`src/rtl/ipfrt_pkg.sv`:
```
package ipfrt_pkg;

  // Operation codes carried by a request transaction.
  typedef enum logic [1:0] {
    OP_CHECK  = 2'd0,
    OP_ADD    = 2'd1,
    OP_REMOVE = 2'd2
  } op_e;

  // Sequencer states.
  typedef enum logic [1:0] {
    S_IDLE,
    S_SCAN,
    S_DONE
  } state_e;

  // One stored rule, held as a single word of the rule memory.
  typedef struct packed {
    logic [31:0] address;
    logic [31:0] mask;
    logic        allow;
    logic        enabled;
    logic [31:0] expiry;
  } rule_t;

  localparam int unsigned RuleW  = $bits(rule_t);
  localparam int unsigned CountW = 5;

endpackage

```
`src/rtl/ipfrt_ram.sv`:
```
module ipfrt_ram #(
  parameter int unsigned Width = 8,
  parameter int unsigned Depth = 16
) (
  input  logic                                     clk_i,
  input  logic                                     we_i,
  input  logic [((Depth > 1) ? $clog2(Depth) : 1)-1:0] waddr_i,
  input  logic [Width-1:0]                         wdata_i,
  input  logic                                     re_i,
  input  logic [((Depth > 1) ? $clog2(Depth) : 1)-1:0] raddr_i,
  output logic [Width-1:0]                         rdata_o
);

  logic [Width-1:0] mem_q [Depth];
  logic [Width-1:0] rdata_q;

  always_ff @(posedge clk_i) begin
    if (we_i) begin
      mem_q[waddr_i] <= wdata_i;
    end
    if (re_i) begin
      rdata_q <= mem_q[raddr_i];
    end
  end

  assign rdata_o = rdata_q;

endmodule

```
`src/rtl/ip_filter_rule_table.sv`:
```
// Channel   | Valid        | Ready        | Payload
// ----------+--------------+--------------+-----------------------------------------------
// request   | in_valid_i   | in_ready_o   | operation_i, ip_address_i, rule_mask_i,
//           |              |              | rule_allow_i, rule_enabled_i, rule_expires_i,
//           |              |              | now_seconds_i
// response  | out_valid_o  | out_ready_i  | allowed_o, matched_o, status_o, rule_count_o
//
// An add, or an unused operation code, goes from acceptance straight to the done state,
// which loads the response register. A check or a remove walks the rule memory one entry
// per cycle through its single read port, then passes through the done state; a check
// stops at its first hit. A new request is accepted only while the sequencer is idle.
// Reset clears the rule count and the control state; the rule memory is not cleared.
// A response that waits in the output register does not block the next request; only a
// second finished response that finds the output register still full holds the sequencer.
module ip_filter_rule_table #(
  parameter int unsigned MAX_RULES = 16
) (
  input  logic        clk_i,
  input  logic        rst_ni,
  input  logic        in_valid_i,
  output logic        in_ready_o,
  input  logic [1:0]  operation_i,
  input  logic [31:0] ip_address_i,
  input  logic [31:0] rule_mask_i,
  input  logic        rule_allow_i,
  input  logic        rule_enabled_i,
  input  logic [31:0] rule_expires_i,
  input  logic [31:0] now_seconds_i,
  output logic        out_valid_o,
  input  logic        out_ready_i,
  output logic        allowed_o,
  output logic        matched_o,
  output logic        status_o,
  output logic [4:0]  rule_count_o
);

  // Index width addresses the rule memory; the count width can also hold MAX_RULES.
  localparam int unsigned IdxW = (MAX_RULES > 1) ? $clog2(MAX_RULES) : 1;
  localparam int unsigned CntW = $clog2(MAX_RULES + 1);

  ipfrt_pkg::state_e state_q, state_d;
  ipfrt_pkg::op_e    op_q, op_d;

  logic [31:0]     addr_q, addr_d;
  logic [31:0]     now_q, now_d;
  logic [CntW-1:0] count_q, count_d;
  logic [CntW-1:0] rd_ptr_q, rd_ptr_d;
  logic [CntW-1:0] wr_ptr_q, wr_ptr_d;
  logic            pend_q, pend_d;

  logic res_allow_q, res_allow_d;
  logic res_match_q, res_match_d;
  logic res_status_q, res_status_d;

  logic                          out_valid_q, out_valid_d;
  logic                          out_allowed_q, out_allowed_d;
  logic                          out_matched_q, out_matched_d;
  logic                          out_status_q, out_status_d;
  logic [ipfrt_pkg::CountW-1:0]  out_count_q, out_count_d;

  logic                        ram_we;
  logic [IdxW-1:0]             ram_waddr;
  ipfrt_pkg::rule_t            ram_wdata;
  logic                        ram_re;
  logic [IdxW-1:0]             ram_raddr;
  logic [ipfrt_pkg::RuleW-1:0] ram_rdata;

  ipfrt_pkg::rule_t rd_rule;
  logic             in_fire;
  logic             out_free;
  logic             scan_end;
  logic             table_full;
  logic             rule_hit;
  logic             rule_live;
  logic             rule_keep;

  // All five rule fields live side by side in one memory word.
  ipfrt_ram #(
    .Width (ipfrt_pkg::RuleW),
    .Depth (MAX_RULES)
  ) u_rule_ram (
    .clk_i   (clk_i),
    .we_i    (ram_we),
    .waddr_i (ram_waddr),
    .wdata_i (ram_wdata),
    .re_i    (ram_re),
    .raddr_i (ram_raddr),
    .rdata_o (ram_rdata)
  );

  assign rd_rule    = ipfrt_pkg::rule_t'(ram_rdata);
  assign in_ready_o = (state_q == ipfrt_pkg::S_IDLE);
  assign in_fire    = in_valid_i && in_ready_o;
  assign out_free   = !out_valid_q || out_ready_i;

  // The scan has issued its last read once the read pointer reaches the count. The data of
  // that read is still in flight in the same cycle and is evaluated before the scan ends.
  assign scan_end   = (rd_ptr_q == count_q);
  assign table_full = (count_q == CntW'(MAX_RULES));

  // A zero mask asks for an exact address; otherwise only the masked bits are compared.
  assign rule_hit  = (rd_rule.mask != 32'd0) ?
                     ((addr_q & rd_rule.mask) == (rd_rule.address & rd_rule.mask)) :
                     (addr_q == rd_rule.address);
  // A rule expiring in the current second still counts as live.
  assign rule_live = rd_rule.enabled && (rd_rule.expiry >= now_q) && rule_hit;
  assign rule_keep = (rd_rule.address != addr_q);

  always_comb begin
    state_d = state_q;
    unique case (state_q)
      ipfrt_pkg::S_IDLE: begin
        if (in_fire) begin
          unique case (ipfrt_pkg::op_e'(operation_i))
            ipfrt_pkg::OP_CHECK,
            ipfrt_pkg::OP_REMOVE: state_d = ipfrt_pkg::S_SCAN;
            default:              state_d = ipfrt_pkg::S_DONE;
          endcase
        end
      end
      ipfrt_pkg::S_SCAN: begin
        if (pend_q && (op_q == ipfrt_pkg::OP_CHECK) && rule_live) begin
          state_d = ipfrt_pkg::S_DONE;
        end else if (scan_end) begin
          state_d = ipfrt_pkg::S_DONE;
        end
      end
      ipfrt_pkg::S_DONE: begin
        if (out_free) begin
          state_d = ipfrt_pkg::S_IDLE;
        end
      end
      default: state_d = ipfrt_pkg::S_IDLE;
    endcase
  end

  always_comb begin
    op_d         = op_q;
    addr_d       = addr_q;
    now_d        = now_q;
    count_d      = count_q;
    rd_ptr_d     = rd_ptr_q;
    wr_ptr_d     = wr_ptr_q;
    pend_d       = pend_q;
    res_allow_d  = res_allow_q;
    res_match_d  = res_match_q;
    res_status_d = res_status_q;

    out_valid_d   = out_valid_q && !out_ready_i;
    out_allowed_d = out_allowed_q;
    out_matched_d = out_matched_q;
    out_status_d  = out_status_q;
    out_count_d   = out_count_q;

    ram_we    = 1'b0;
    ram_waddr = count_q[IdxW-1:0];
    ram_wdata = '{address: ip_address_i, mask: rule_mask_i, allow: rule_allow_i,
                  enabled: rule_enabled_i, expiry: rule_expires_i};
    ram_re    = 1'b0;
    ram_raddr = rd_ptr_q[IdxW-1:0];

    unique case (state_q)
      ipfrt_pkg::S_IDLE: begin
        if (in_fire) begin
          op_d         = ipfrt_pkg::op_e'(operation_i);
          addr_d       = ip_address_i;
          now_d        = now_seconds_i;
          rd_ptr_d     = '0;
          wr_ptr_d     = '0;
          pend_d       = 1'b0;
          res_allow_d  = 1'b1;
          res_match_d  = 1'b0;
          res_status_d = 1'b0;
          // An add appends behind the held rules in the acceptance cycle itself.
          if (ipfrt_pkg::op_e'(operation_i) == ipfrt_pkg::OP_ADD) begin
            if (table_full) begin
              res_status_d = 1'b1;
            end else begin
              ram_we  = 1'b1;
              count_d = count_q + CntW'(1);
            end
          end
        end
      end
      ipfrt_pkg::S_SCAN: begin
        // Issue the next read while the previous read's data is evaluated.
        if (!scan_end) begin
          ram_re   = 1'b1;
          rd_ptr_d = rd_ptr_q + CntW'(1);
          pend_d   = 1'b1;
        end else begin
          pend_d = 1'b0;
        end
        if (pend_q) begin
          if (op_q == ipfrt_pkg::OP_CHECK) begin
            if (rule_live) begin
              res_allow_d = rd_rule.allow;
              res_match_d = 1'b1;
            end
          end else if (rule_keep) begin
            // Compaction: a kept rule moves down to the write pointer. The write pointer
            // never passes the read pointer, so no write hits an entry still to be read.
            ram_we    = 1'b1;
            ram_waddr = wr_ptr_q[IdxW-1:0];
            ram_wdata = rd_rule;
            wr_ptr_d  = wr_ptr_q + CntW'(1);
          end
        end
        if (scan_end && (op_q == ipfrt_pkg::OP_REMOVE)) begin
          count_d = wr_ptr_q + CntW'(pend_q && rule_keep);
        end
      end
      ipfrt_pkg::S_DONE: begin
        if (out_free) begin
          out_valid_d   = 1'b1;
          out_allowed_d = res_allow_q;
          out_matched_d = res_match_q;
          out_status_d  = res_status_q;
          out_count_d   = ipfrt_pkg::CountW'(count_q);
        end
      end
      default: begin
        pend_d = 1'b0;
      end
    endcase
  end

  always_ff @(posedge clk_i or negedge rst_ni) begin
    if (!rst_ni) begin
      state_q     <= ipfrt_pkg::S_IDLE;
      count_q     <= '0;
      pend_q      <= 1'b0;
      out_valid_q <= 1'b0;
    end else begin
      state_q     <= state_d;
      count_q     <= count_d;
      pend_q      <= pend_d;
      out_valid_q <= out_valid_d;
    end
  end

  always_ff @(posedge clk_i) begin
    op_q          <= op_d;
    addr_q        <= addr_d;
    now_q         <= now_d;
    rd_ptr_q      <= rd_ptr_d;
    wr_ptr_q      <= wr_ptr_d;
    res_allow_q   <= res_allow_d;
    res_match_q   <= res_match_d;
    res_status_q  <= res_status_d;
    out_allowed_q <= out_allowed_d;
    out_matched_q <= out_matched_d;
    out_status_q  <= out_status_d;
    out_count_q   <= out_count_d;
  end

  assign out_valid_o  = out_valid_q;
  assign allowed_o    = out_allowed_q;
  assign matched_o    = out_matched_q;
  assign status_o     = out_status_q;
  assign rule_count_o = out_count_q;

endmodule
```
`config.mk`:
```
export PLATFORM = sky130hd
export DESIGN_NAME = ip_filter_rule_table
export DESIGN_NICKNAME = d
export VERILOG_FILES = /design/src/rtl/ipfrt_pkg.sv /design/src/rtl/ipfrt_ram.sv /design/src/rtl/ip_filter_rule_table.sv
export SDC_FILE = /design/constraint.sdc
export NUM_CORES = 2
export LEC_CHECK = 0
export BUFFER_PORTS_ARGS = -buffer_cell sky130_fd_sc_hd__buf_2
export CAP_MARGIN = 5
export CORE_ASPECT_RATIO = 1.75
export CORE_MARGIN = 2
export CORE_UTILIZATION = 46
export CTS_CLUSTER_DIAMETER = 50
export DETAILED_ROUTE_END_ITERATION = 7
export GPL_ROUTABILITY_DRIVEN = 0
export PLACE_DENSITY = 0.69
export SETUP_SLACK_MARGIN = 0.3
export SLEW_MARGIN = 20
export SYNTH_ARGS = -nofsm -noshare
export SYNTH_HDL_FRONTEND = slang
export SYNTH_SLANG_ARGS = --single-unit
```
`constraint.sdc`:
```
create_clock -name clk_i -period 29.1 [get_ports clk_i]
set_clock_uncertainty 0.15 [all_clocks]
set_input_delay 2.91 -clock clk_i [delete_from_list [all_inputs] [get_ports clk_i]]
set_output_delay 2.91 -clock clk_i [all_outputs]
set_load 0.1 [all_outputs]
```
=== Word level (Yosys, flattened, before mapping) ===
Memory sizes are Yosys's and may differ from the RTL's. A register that Yosys moved wholly into a read port is not among the register bits.
Cells that the tools add are included.

* Add/sub/neg operators: 4
* Magnitude comparators: 1
* Equality and inequality tests: 22
* Multiplexer cells: 52
* Bitwise gates (word level): 3
* Reductions and logical operators: 25

{| class="wikitable"
|+ Operators by type and width
! operator !! number
|-
| $mux W98 || 4
|-
| $and A32 B32 Y32 || 2
|-
| $eq A32 B32 Y1 || 2
|-
| $mux W5 || 9
|-
| $ge A32 B32 Y1 || 1
|-
| $ne A32 B32 Y1 || 1
|-
| $reduce_bool A32 Y1 || 1
|-
| $pmux W5 S2 || 3
|-
| $mux W1 || 22
|-
| $ne A2 B2 Y1 const B || 9
|-
| $mux W4 || 4
|-
| $add A5 B1 Y5 const B || 3
|-
| $reduce_and A5 Y1 || 3
|-
| $mux W2 || 5
|-
| $logic_and A1 B1 Y1 || 8
|-
| $eq A2 B2 Y1 const B || 3
|-
| $logic_not A2 Y1 || 3
|-
| $pmux W1 S2 || 3
|-
| $pmux W2 S3 || 1
|-
| $reduce_and A2 Y1 || 3
|-
| $reduce_and A3 Y1 || 2
|-
| $add A5 B1 Y5 || 1
|-
| $eq A5 B5 Y1 || 1
|-
| $eq A5 B5 Y1 const B || 1
|-
| other kinds (9) || 12
|}

* Register bits after elaboration: 96
* Memory bits (writable): 1568
* Memories: 1

{| class="wikitable"
|+ Memories
! name !! depth !! width !! read ports !! clocked after Yosys merged registers in !! wr ports !! RTL line !! source
|-
| u_rule_ram.mem_q || 16 || 98 || 1 || 1 || 1 || ipfrt_ram.sv:14 || <nowiki>logic [Width-1:0] mem_q [Depth];</nowiki>
|}

=== Depth between registers and ports, before layout ===
* Depth after elaboration: 8
* Mapped depth: 10
* Mapped depth without buffers: 10

=== Hierarchy ===
Synthesis repeated with hierarchy kept, for this count alone.

* Cell total of the unflattened synthesis: 3013
* Area, all modules: 67918.9 µm²

{| class="wikitable"
|+ By module, submodules not included
! module !! times used !! cells an instance !! area an instance (µm²)
|-
| ipfrt_ram || 1 || 2510 || 61490.2
|-
| ip_filter_rule_table || 1 || 503 || 6428.7
|}

=== Least setup slack after synthesis ===
Ideal clock, no wire load.

* Kind: input to register
* Start point: in in_valid_i
* End point: mem u_rule_ram.mem_q[7][0] (netlist bit) (enable)
* Library setup time: 0.556 ns
* Arrival: 11.167 ns
* Slack: 17.227 ns
* Stages: 7
* Path through: nor2b_1 > nor2b_1 > and4b_1 > clkbuf_1 > nand3_1 > o21a_1 > nor2_1

* Longest elaborated chain between the ends: 5

{| class="wikitable"
|+ Ends and longest elaborated chain
! item !! RTL line !! source
|-
| start: declaration || ip_filter_rule_table.sv:20 || <nowiki>input logic in_valid_i,</nowiki>
|-
| $logic_and A1 B1 Y1 || ip_filter_rule_table.sv:93 || <nowiki>assign in_fire = in_valid_i && in_ready_o;</nowiki>
|-
| $mux W1 || ip_filter_rule_table.sv:164 || <nowiki>if (in_fire) begin</nowiki>
|-
| $pmux W1 S2 || ip_filter_rule_table.sv:162 || <nowiki>unique case (state_q)</nowiki>
|-
| $mux W1 || ipfrt_ram.sv:18 || <nowiki>if (we_i) begin</nowiki>
|-
| $mux W1 (not written as such) || ipfrt_ram.sv:19 || <nowiki>mem_q[waddr_i] <= wdata_i;</nowiki>
|-
| end: declaration || ipfrt_ram.sv:14 ||
|}

No other way between the ends.

=== Final worst setup path ===
* Start point: in in_valid_i
* End point: mem u_rule_ram.mem_q[8][60] (netlist bit) (enable)

Same word-level chain as after synthesis.

==> run_results.csv <==
group,metric,value,unit
outcome,status,"finished clean",
timing,slew-limit-headroom,0.238,
synthesis,synth.area.top_cells,"edfxtp_1, mux4_2, mux2_1",
die,fp.coreArea,147000,µm²
clocking,clkSlewWorstSetupHoldPaths,0.06,ns
power,switchingPower,1.94,mW
clocking,cts_tree,"done",
synthesis,synth_common_cells,"edfxtp_1, mux4_2, mux2_1",
die,rows,186,
layout,nNetsFinal,3202,
clocking,hold_buffers,0,
layout,drive_gt1_frac,0.302,
worst_setup_path,cp-end-kind,"flip-flop",
power,ir_drop,85.6,µV
timing,period_share,0.247,
synthesis,avgSynthCellArea,24.2,µm²
timing,tightest_slew,1.14,ns
worst_setup_path,crit_required,29.36,ns
min_path,hold_start,"res_match_q$_DFFE_PP_",
global_route,grt_pass1_vias,31600,
drt,drt_first_pass_iters,5,
power,powerDensity,90.8,nW/µm²
worst_setup_path,startpoint_type,"input pin",
worst_setup_path,cp.arrival,7.44,ns
place,place_ws,21.09,ns
synthesis,synth-edff-count,1753,
worst_setup_path,r2r_start,"u_rule_ram.rdata_o[77]$_DFFE_PP_",
die,start_util,0.462,
synthesis,ys_types,47,
global_route,grt_max_degree,152,
drt,drc,0,
global_route,grt_use_total,0.210,
synthesis,syn_nets,2974,
clocking,clkLatencyLatePin,0.79,ns
drt,wl_per_cell,31.0,µm
power,seqPwrFrac,0.462,
drt,drt_iter0_drc,3057,
flow_run,maxCapViolCount,0,
worst_setup_path,cp-startpoint,"in_valid_i",
place,placed_cell_area,70900,µm²
timing,rsz0062_at_grt,"false",
drt,totalWireLength,156000,µm
timing,fin_ws,21.92,ns
power,p_clk_frac,0.303,
clocking,ctsResizeCount,0,
min_path,hold_path_class,"flip-flop to flip-flop",
clocking,cts_root_buffer,"clkbuf_16",
layout,area_delta_synth_final,12.3,%
synthesis,synthMostInstantiatedCell,"edfxtp_1",
worst_setup_path,worstSetupPathType,"input pin to flip-flop",
power,pwr-share-comb,0.235,
die,ioPinCount,146,
synthesis,async_reset_ff_frac,0.00511,
clocking,cts_setup_buffers,0,
place,port_buffers,145,
drt,viasPerCell,6.03,
synthesis,synth_cells,2800,
clocking,htree_levels,4,
drt,vias,30400,
clocking,cts_buffers,156,
timing,min_period,7.18,ns
place,hpwl,87600,µm
synthesis,synth_top_cell_area_share,0.777,
timing,drv_slew,0,
place,dp.cells,4748,
global_route,grt_pass1_wl,225000,µm
global_route,antenna_found_initial,9,
synthesis,yosys_warnings,0,
timing,hold_violations,0,
layout,instances_no_fill,5034,
synthesis,ys.flop_type,"edfxtp_1",
drt,ant_nets,0,
power,leakage,23.8,nW
die,die-area,151000,µm²
synthesis,ys_seq_area_frac,0.780,
layout,fin_util,0.519,
synthesis,synthesis.area,67800,µm²
die,die_w,294,µm
die,die_h,512,µm
layout,final_area,76100,µm²
timing,setup_tns,0,ns
clocking,clkSinkCount,1762,
synthesis,yosysTopAreaCell,"edfxtp_1",
timing,setup_violations,0,
power,p_int,4.97,mW
layout,nFillCells,11100,
power,p_sw_frac,0.281,
clocking,cts_max_path_buffers,3,
worst_setup_path,path_max_fanout,70,
synthesis,ys_seq_elements,1762,
timing,fmaxAchievable,139,MHz
global_route,grt.overflow.total,0,
[area by class of cell]
type / instances / area (µm²) / area share
antenna: 1 / 2.50 / 0.0000329
clock buffer: 186 / 4080 / 0.0536
clock inverter: 97 / 1090 / 0.0143
inverter: 40 / 150 / 0.00197
multi-input combinational: 868 / 14300 / 0.188
sequential: 1762 / 52900 / 0.695
tap: 1880 / 2350 / 0.0309
timing repair buffer: 200 / 1240 / 0.0164
[worst paths after layout]
kind	end	depth (start not counted)	slack, ns
max reg2reg	u_rule_ram.mem_q[8][60]$_DFFE_PP_	9	23.25
min	matched_o$_DFFE_PP_	0	0.27
min in group asynchronous	count_q[3]$_DFFE_PN0P_	1	1.83
min reg2reg	matched_o$_DFFE_PP_	0	0.27
max in group asynchronous	out_valid_o$_DFF_PN0_	1	26.77
max	u_rule_ram.mem_q[8][60]$_DFFE_PP_	9	21.92
[critical path: stages]
cell and delay (ns):
buf_2 0.09, nor2b_1 0.20, nor2b_4 0.17, buf_4 0.80
and4b_1 0.52, a31oi_1 0.38, nor2_4 0.73, buf_4 0.74
buf_4 0.72
[through the flow]
step / total power [mW] / hold slack, ns
after floorplan: 4.37 / 0.250
after global placement: 4.88 / 0.252
after detailed placement: 4.90 / 0.262
after CTS: 6.99 / 0.278
after global routing: 7.15 / 0.280
final: 6.91 / 0.272
[registers in the layout, summed over array words and instances, names as in the netlist]
register,flops
res_allow_q,1
u_rule_ram.rdata_o,98
op_q,2
wr_ptr_q,5
state_q,2
res_match_q,1
res_status_q,1
matched_o,1
out_valid_o,1
pend_q,1
status_o,1
rd_ptr_q,5
count_q,5
allowed_o,1
u_rule_ram.mem_q,1568
addr_q,32
rule_count_o,5
now_q,32
[cell families (layout without fill, tap and decap cells)]
| logic type | after synthesis | count (layout) | synth area share |
|---|---|---|---|
| compound gates | 79 | 79 | 0.00794 |
| xor+xnor | 46 | 46 | 0.00594 |
| fa+ha+maj | 38 | 38 | 0.00702 |
| buf+inv | 170 | 523 | 0.0111 |
| flops | 1762 | 1762 | 0.780 |
| mux | 588 | 588 | 0.179 |
| other cells | 0 | 1 | 0 |
| simple gates | 117 | 117 | 0.00893 |
[cell usage in the layout, fill, tap and decap left out, types with 10 or more instances in the layout]
cell	instances
buf_4	45
ha_1	38
mux4_2	490
clkinv_2	26
xor2_1	41
o21ai_0	12
a21oi_1	23
inv_1	40
clkinv_1	26
bufinv_16	17
buf_2	145
mux2_2	10
nand2_1	11
clkbuf_1	27
nor2_1	19
mux2_1	87
nor2_4	17
edfxtp_1	1753
nor4_1	16
clkbuf_16	159
nand3_1	18
[layer usage]
metal  wire (µm)  vias to the layer above  global-route usage
met2       82400                     1267               0.364
li1            -                    12500                   -
met1       58100                    16400               0.267
met4        5820                        2              0.0773
met3        9870                      251              0.0331
met5          13                        -                   0
[power by group through the flow]
stage / Clock (mW) / Combinational (mW) / Sequential [mW]
global route: 2.22 / 1.73 / 3.20
finish: 2.09 / 1.63 / 3.19
CTS: 2.13 / 1.67 / 3.19
detailed placement: 0 / 1.66 / 3.24
floorplan: 0 / 1.16 / 3.21
global placement: 0 / 1.64 / 3.24
No activity file was read; power rests on OpenSTA's default activity.
